<file path="src/design/xtea_ofb_ram.sv">
// ----------------------------------------------------------------------------
// XTEA OFB generic RAM
// One write port, one read port, read data registered.
// ----------------------------------------------------------------------------
module xtea_ofb_ram #(
    parameter int unsigned WIDTH = 32,
    parameter int unsigned DEPTH = 4
) (
    input  logic                     clk,
    input  logic                     we,
    input  logic [$clog2(DEPTH)-1:0] waddr,
    input  logic [WIDTH-1:0]         wdata,
    input  logic [$clog2(DEPTH)-1:0] raddr,
    output logic [WIDTH-1:0]         rdata
);

    logic [WIDTH-1:0] mem [DEPTH];

    always_ff @(posedge clk)
    begin
        if (we)
        begin
            mem[waddr] <= wdata;
        end
        rdata <= mem[raddr];
    end

endmodule

</file>
<file path="config.mk">
export PLATFORM = sky130hd
export DESIGN_NAME = xtea_ofb_ram
export DESIGN_NICKNAME = d
export VERILOG_FILES = /design/src/design/xtea_ofb_ram.sv
export SDC_FILE = /design/constraint.sdc
export NUM_CORES = 1
export LEC_CHECK = 0
export ABC_AREA = 1
export BUFFER_PORTS_ARGS = -buffer_cell sky130_fd_sc_hd__buf_2
export CORE_ASPECT_RATIO = 0.5
export CORE_MARGIN = 4
export CORE_UTILIZATION = 30
export CTS_BUF_LIST = sky130_fd_sc_hd__clkbuf_16
export CTS_CLUSTER_DIAMETER = 100
export CTS_CLUSTER_SIZE = 40
export DETAILED_ROUTE_END_ITERATION = 8
export PLACE_DENSITY = 0.54
export SLEW_MARGIN = 20
export SYNTH_ARGS = -nofsm -noshare
export SYNTH_HDL_FRONTEND = slang
export SYNTH_SLANG_ARGS = --single-unit
</file>
<file path="constraint.sdc">
create_clock -name clk -period 3.24 [get_ports clk]
set_input_delay 0.162 -clock clk [delete_from_list [all_inputs] [get_ports clk]]
set_output_delay 0.162 -clock clk [all_outputs]
set_load 0.1 [all_outputs]
</file>
==> summary.txt, run 1 <==
CLOCK TREE
-----------------------------------------------------------------------------------------------------------------
Clock Pin Slew Worst Setup and Hold Paths ..........................................................      0.06 ns
CTS tree ...........................................................................................        built
Clk sink count .....................................................................................          160
Clk Latency, worst-skew pair .......................................................................      0.41 ns
Clk Tree Root Cell .................................................................................    clkbuf_16
Post-CTS Setup Repair Bufs .........................................................................            0
CTS buffer count ...................................................................................           17
Number of H-tree levels ............................................................................            4
Max clock buf depth ................................................................................            2

STA
-----------------------------------------------------------------------------------------------------------------
Count of pins over their slew limit ................................................................            0
Post-route minimum period ..........................................................................     1.374 ns
Max Clk Rate .......................................................................................    728.1 MHz
Normalized max-slew margin .........................................................................       35.33%
Final count of negative-setup-slack endpoints ......................................................            0
Total negative slack for setup checks ..............................................................         0 ns
Period utilisation layout ..........................................................................       42.39%
Final hold vios ....................................................................................            0
Transition time of the tightest slew-check pin .....................................................    0.9701 ns
Fin Clk Skew .......................................................................................  0.004879 ns
Setup repair after global routing missed its margin ................................................        false

SYNTH
-----------------------------------------------------------------------------------------------------------------
Total of flip-flops plus latches after synthesis ...................................................          160
Synthesized net count ..............................................................................          579
Compound-Gate Fraction of Synth Area ...............................................................           0%
Yosys Warn Count ...................................................................................            0
Post-Syn Area per Cell .............................................................................    11.24 µm²
Main combinational cell family by area after synthesis ............................................. simple AND/OR/NAND/NOR gates
Seq/Total Area, Yosys ..............................................................................       73.78%
Cell area after synthesis .......................................................................... 0.006078 mm²
Arithmetic-cell share of the synthesized area counting full adders, half adders and majority gates .           0%
Simple-gate area share of the yosys netlist ........................................................       15.48%
Multiplexer share of the synthesized area ..........................................................           0%
XOR/XNOR Fraction of Synth Area ....................................................................           0%
Syn Inst Count .....................................................................................          541
Unique masters post-synth ..........................................................................           10

FINAL LAYOUT
-----------------------------------------------------------------------------------------------------------------
Share of final-layout standard cells stronger than drive strength 1 ................................       16.92%
Post-route insts no fill ...........................................................................          930
Post-layout net count ..............................................................................          687
Layout overhead on the synthesized area ............................................................       25.50%
Final non-filler cell area ......................................................................... 0.007629 mm²

GLOBAL ROUTE
-----------------------------------------------------------------------------------------------------------------
Pin count of the biggest net entering global routing ...............................................           65
Global-route met2 utilization ......................................................................       18.78%
Global-route usage over all layers .................................................................       10.77%
Vias in the first global route .....................................................................         3584
Final global-route overflow total ..................................................................            0
GR Layer Usage met3 ................................................................................       3.708%
Met1 usage .........................................................................................       12.93%
Busiest layer in global routing ....................................................................         met2
Antenna violations before repair ...................................................................            1
Wire length of the first global-routing pass .......................................................     18.73 mm

ROUTE
-----------------------------------------------------------------------------------------------------------------
Iteration count of the initial detailed-routing pass ...............................................            4
DRC Markers ........................................................................................            0
Total wire length after detailed routing ...........................................................     11.53 mm
Vias per cell ......................................................................................        3.923
Routed length per instance .........................................................................     12.39 µm
Total number of vias ...............................................................................         3648
Starting DRT DRC Count .............................................................................          175
Count of antenna-violating nets left after detailed routing ........................................            0

DIE
-----------------------------------------------------------------------------------------------------------------
I/O pin cnt ........................................................................................           70
Die height .........................................................................................     108.7 µm
Std-Cell Core Area .................................................................................  0.01968 mm²
Placement row count ................................................................................           36
Die X-Extent .......................................................................................     209.3 µm
Full die area ......................................................................................  0.02274 mm²
Starting Density ...................................................................................       30.88%

PLACE
-----------------------------------------------------------------------------------------------------------------
Global placer's final weighted congestion ..........................................................       0.7048
PortBufs ...........................................................................................           69
Detailed placer's ending HPWL ......................................................................     6.302 mm
Dpl cells ..........................................................................................          864
Area post-placement ................................................................................ 0.006683 mm²

FLOW RUN
-----------------------------------------------------------------------------------------------------------------
Max-cap viol count .................................................................................            0

PWR
-----------------------------------------------------------------------------------------------------------------
Power Density ...................................................................................... 656.2 mW/mm²
Highest ir drop seen on vdd ........................................................................    0.3295 mV
Final total power ..................................................................................     5.006 mW
Leakage power summed over all cells ................................................................     3.446 nW

WORST SETUP PATH
-----------------------------------------------------------------------------------------------------------------
Category of the most critical setup path ........................................................... register to output pin
Critical Path Sink Type ............................................................................   output pin
Data required time of the critical path ............................................................      3.08 ns
Buffering stage count on the worst path with inverters included ....................................            1
Maximum fanout along the worst path ................................................................            1
Worst path top cell family by delay ................................................................ buffers and inverters
Cells along the critical path ......................................................................        buf_2
Critical Path Max Stage Delay ......................................................................      0.45 ns
Startpoint kind of the worst setup timing path .....................................................     register
Cell with the largest stage delay on the worst path ................................................        buf_2
Critical path arrival ..............................................................................      1.21 ns

STATUS
-----------------------------------------------------------------------------------------------------------------
Outcome ............................................................................................ finished clean

WORST HOLD PATH
-----------------------------------------------------------------------------------------------------------------
Worst hold path class .............................................................................. input port to register

[report_power, final]
part	switching (mW)	internal (mW)	total, mW
sequential	0.0282	2.34	2.37
clock	0.775	1.28	2.06
combinational	0.453	0.122	0.575
total	1.26	3.75	5.01
[cell usage in the layout (no fill, tap or decap)]
cell type      Yosys  final
edfxtp_1         128    128
inv_1            132    133
clkbuf_16          0     17
inv_6              0      1
buf_2              9     69
nand2_1          160    160
nor3_2             0      4
diode_2            0      2
nand3_1           64     64
clkinv_1           0      1
dlygate4sd3_1      0     32
clkinv_2           0      3
clkinv_4           0      2
dfxtp_1           32     32
buf_4              4      8
bufinv_16          0      4
clkinvlp_4         0      4
[routing by layer]
metal	vias up	part of all wire, %
met5	-	0
met4	0	0.91
met3	10	4.0
met2	33	50
met1	1699	45
li1	1906	-
[registers in the layout (all words and copies together) (netlist names)]
name   cells
rdata     32
mem      128
[cells by family (layout without fill, tap and decap cells)]
logic type | after synthesis | after routing
buffers and inverters | 153 | 274
AND/OR/NAND/NOR | 228 | 228
flip-flops | 160 | 160
other | 0 | 2
[layout make-up]
type	count	area [µm²]
inverters	133	500.5
diodes	2	5.005
repair buffers	109	725.7
multi-input cells	228	960.9
clock buffers	17	425.4
well taps	266	332.8
fillers	1834	12060
clock inverters	15	193.9
flip-flops and latches	160	4484
[tightest hold or removal path, cell delays in order]
cell,delay [ns]
buf_2,0.10
buf_4,0.27
nand3_1,0.14
nand2_1,0.04
[through the flow]
step	util, %	hold WS [ns]	worst slack [ns]
after floorplan	-	0.2609	0.3370
after global placement	33.95	0.3782	1.706
after detailed placement	33.95	0.3819	1.629
after CTS	38.72	0.3503	1.832
after global routing	38.74	0.3696	1.810
final	38.76	0.3503	1.866
[cells in the mapped netlist]
master / number / area share, %
buf_6: 7 / 1.3
nand3_1: 64 / 5.3
nor3_1: 4 / 0.33
buf_2: 9 / 0.74
edfxtp_1: 128 / 63
inv_2: 1 / 0.062
buf_4: 4 / 0.49
inv_1: 132 / 8.2
dfxtp_1: 32 / 11
nand2_1: 160 / 9.9
[worst paths after layout]
| check | slack (ns) | startpoint | to | cells past startpoint |
|---|---|---|---|---|
| hold reg to reg | 0.53 | mem[0][29] | rdata[29] | 4 |
| setup reg to reg | 2.48 | mem[2][31] | rdata[31] | 4 |
| setup / recovery | 1.87 | rdata[3] | rdata[3] | 1 |
| hold / removal | 0.35 | raddr[1] | rdata[1] | 4 |
[repair_timing]
| item | 4_1_cts | 5_1_grt |
|---|---|---|
| hold buffers | 32 | 0 |
| gates resized for setup | 0 | 0 |
| hold endpoints to repair | 128 | 0 |
Power figures use the tool's default switching activity.
==> inputs of run 2 (changes only) <==
==> constraint.sdc (replaced) <==
create_clock -name clk -period 1.4 [get_ports clk]
set_input_delay 0.07 -clock clk [delete_from_list [all_inputs] [get_ports clk]]
set_output_delay 0.07 -clock clk [all_outputs]
set_load 0.1 [all_outputs]
==> summary.txt, run 2 (synthesis results as in run 1) <==
WORST SETUP PATH
----------------------------------------------------------------------------------
Startpoint kind of the worst setup timing path ......................     register
Cell with the largest stage delay on the worst path .................        buf_2
Category of the most critical setup path ............................ register to output pin
Buffering stage count on the worst path with inverters included .....            1   unchanged
Total stage count of the critical path ..............................            1   unchanged
R2R setup slack .....................................................      0.65 ns   -1.83 ns
Path depth of the worst reg2reg path ................................            4   unchanged
Maximum fanout along the worst path .................................            1   unchanged
Data required time of the critical path .............................      1.33 ns   -1.75 ns
Cells along the critical path .......................................        buf_2
Critical path arrival ...............................................      1.19 ns   -0.02 ns
Critical Path Max Stage Delay .......................................      0.44 ns   about the same
Worst path top cell family by delay ................................. buffers and inverters
Critical Path Sink Type .............................................   output pin

STA
----------------------------------------------------------------------------------
Max Clk Rate ........................................................    794.6 MHz
Total negative slack for setup checks ...............................         0 ns   unchanged
Final count of negative-setup-slack endpoints .......................            0   unchanged
Post-route minimum period ...........................................     1.258 ns
Fin Clk Skew ........................................................  0.008246 ns   +0.003367 ns
Worst Hold Slack ....................................................   0.04595 ns   -0.3043 ns
Normalized max-slew margin ..........................................       66.86%   +32 points
Setup repair after global routing missed its margin .................        false
Final hold vios .....................................................            0   unchanged
Fin worst setup slack ...............................................    0.1415 ns   -1.725 ns
Transition time of the tightest slew-check pin ......................    0.5005 ns   -0.4696 ns
Period utilisation layout ...........................................       89.89%
Count of pins over their slew limit .................................            0   unchanged

ROUTE
----------------------------------------------------------------------------------
Iteration count of the initial detailed-routing pass ................            5   +1
Count of antenna-violating nets left after detailed routing .........            0   unchanged
Starting DRT DRC Count ..............................................          230   +31%
Vias per cell .......................................................        4.000   +2.0%
DRC Markers .........................................................            0   unchanged
Routed length per instance ..........................................     12.38 µm   about the same
Total wire length after detailed routing ............................     11.58 mm   +0.44%
Total number of vias ................................................         3740   +2.5%

GLOBAL ROUTE
----------------------------------------------------------------------------------
Antenna violations before repair ....................................            1   unchanged
Final global-route overflow total ...................................            0   unchanged
Wire length of the first global-routing pass ........................     18.63 mm   -0.51%
Vias in the first global route ......................................         3614   +0.84%
Global-route usage over all layers ..................................       10.71%   -0.062 points
Pin count of the biggest net entering global routing ................           49   -25%

DIE
----------------------------------------------------------------------------------
Placement row count .................................................           36   unchanged
Die height ..........................................................     108.7 µm   unchanged
Die X-Extent ........................................................     209.3 µm   unchanged
Std-Cell Core Area ..................................................  0.01968 mm²   unchanged
I/O pin cnt .........................................................           70   unchanged
Full die area .......................................................  0.02274 mm²   unchanged
Starting Density ....................................................       30.88%   unchanged

CLOCK TREE
----------------------------------------------------------------------------------
Clk Tree Root Cell ..................................................    clkbuf_16
Clk sink count ......................................................          160   unchanged
Clk Latency, worst-skew pair ........................................      0.43 ns   +0.02 ns
Post-CTS Setup Repair Bufs ..........................................            0   unchanged
Max clock buf depth .................................................            2   unchanged
CTS tree ............................................................        built
Number of H-tree levels .............................................            4   unchanged
Clock Pin Slew Worst Setup and Hold Paths ...........................      0.06 ns   about the same
CTS buffer count ....................................................           17   unchanged

FINAL LAYOUT
----------------------------------------------------------------------------------
Post-layout net count ...............................................          693   +0.87%
Share of final-layout standard cells stronger than drive strength 1 .       17.81%   +0.90 points
Most frequent cells in the layout ................................... 160 x nand2_1, 133 x inv_1, 128 x edfxtp_1, 69 x buf_2, 64 x nand3_1
Top reg by flops ....................................................          mem
Layout Utilization ..................................................       39.13%   +0.37 points
Largest registers ................................................... mem: 128 flops, rdata: 32 flops
Largest register FFs ................................................          128   unchanged
Most common cell after layout, fill and taps aside ..................      nand2_1
Layout overhead on the synthesized area .............................       26.72%

WORST HOLD PATH
----------------------------------------------------------------------------------
Worst hold path class ............................................... input port to register
Hold Path Stages ....................................................            4   unchanged

PLACE
----------------------------------------------------------------------------------
Worst setup timing slack at the placement stage .....................    0.2479 ns   -1.381 ns
Global placer's final weighted congestion ...........................       0.6720   -4.7%
PortBufs ............................................................           69   unchanged
Detailed placer's ending HPWL .......................................     7.145 mm   +13%

PWR
----------------------------------------------------------------------------------
Power Density .......................................................  1457 mW/mm²   +120%
Leakage power summed over all cells .................................     3.488 nW   +1.2%
Final total power ...................................................     11.23 mW   +120%
Highest ir drop seen on vdd .........................................    0.5317 mV   +61%

STATUS
----------------------------------------------------------------------------------
Outcome ............................................................. finished clean

FLOW RUN
----------------------------------------------------------------------------------
Max-cap viol count ..................................................            0   unchanged

## run 2: cell types whose count changed in the layout (fill, tap and decap cells not counted), sizes merged
cell      change
buf           +6
inv           +5
bufinv        -3
clkinvlp      -3
clkinv        +1
diode         -1
## run 2: what timing repair did
item,CTS,global route
hold endpoints to repair,128,0
resized for setup,0,0
hold buffers,32,0
## run 2: final cells by class
type	count	area (µm²)
fill	1831	11980
multi-input combinational	228	985.9
inverter	133	499.2
clock buffer	17	425.4
tap	266	332.8
sequential	160	4484
clock inverter	15	138.9
timing repair buffer	115	833.3
antenna	1	2.502
## run 2: worst paths after layout
path,from,end
setup / recovery,rdata[3],rdata[3]
hold / removal,raddr[0],rdata[12]
setup reg to reg,mem[3][7],rdata[7]
hold reg to reg,mem[0][14],rdata[14]
## run 2: stage by stage
stage / std cells / instance area, µm²
2_1_floorplan: 541 / 6105
3_3_place_gp: 870 / 6815
3_5_place_dp: 870 / 6815
4_1_cts: 934 / 7700
5_1_grt: 934 / 7700
6_report: 935 / 7702
## run 2: power breakdown
part           internal [mW]  switching [mW]
logic                  0.309            1.07
clock network           2.47            1.90
registers               5.42          0.0602
## run 2: per-layer routing
metal | part of all wire (%) | global-route usage (%) | vias to the layer above | wire [µm]
li1 | - | - | 1916 | -
met1 | 45 | 12.27 | 1763 | 5186
met2 | 51 | 19.08 | 48 | 5871
met3 | 3.3 | 3.133 | 13 | 378
met4 | 1.2 | 4.467 | 0 | 140
met5 | 0 | 0 | - | 0
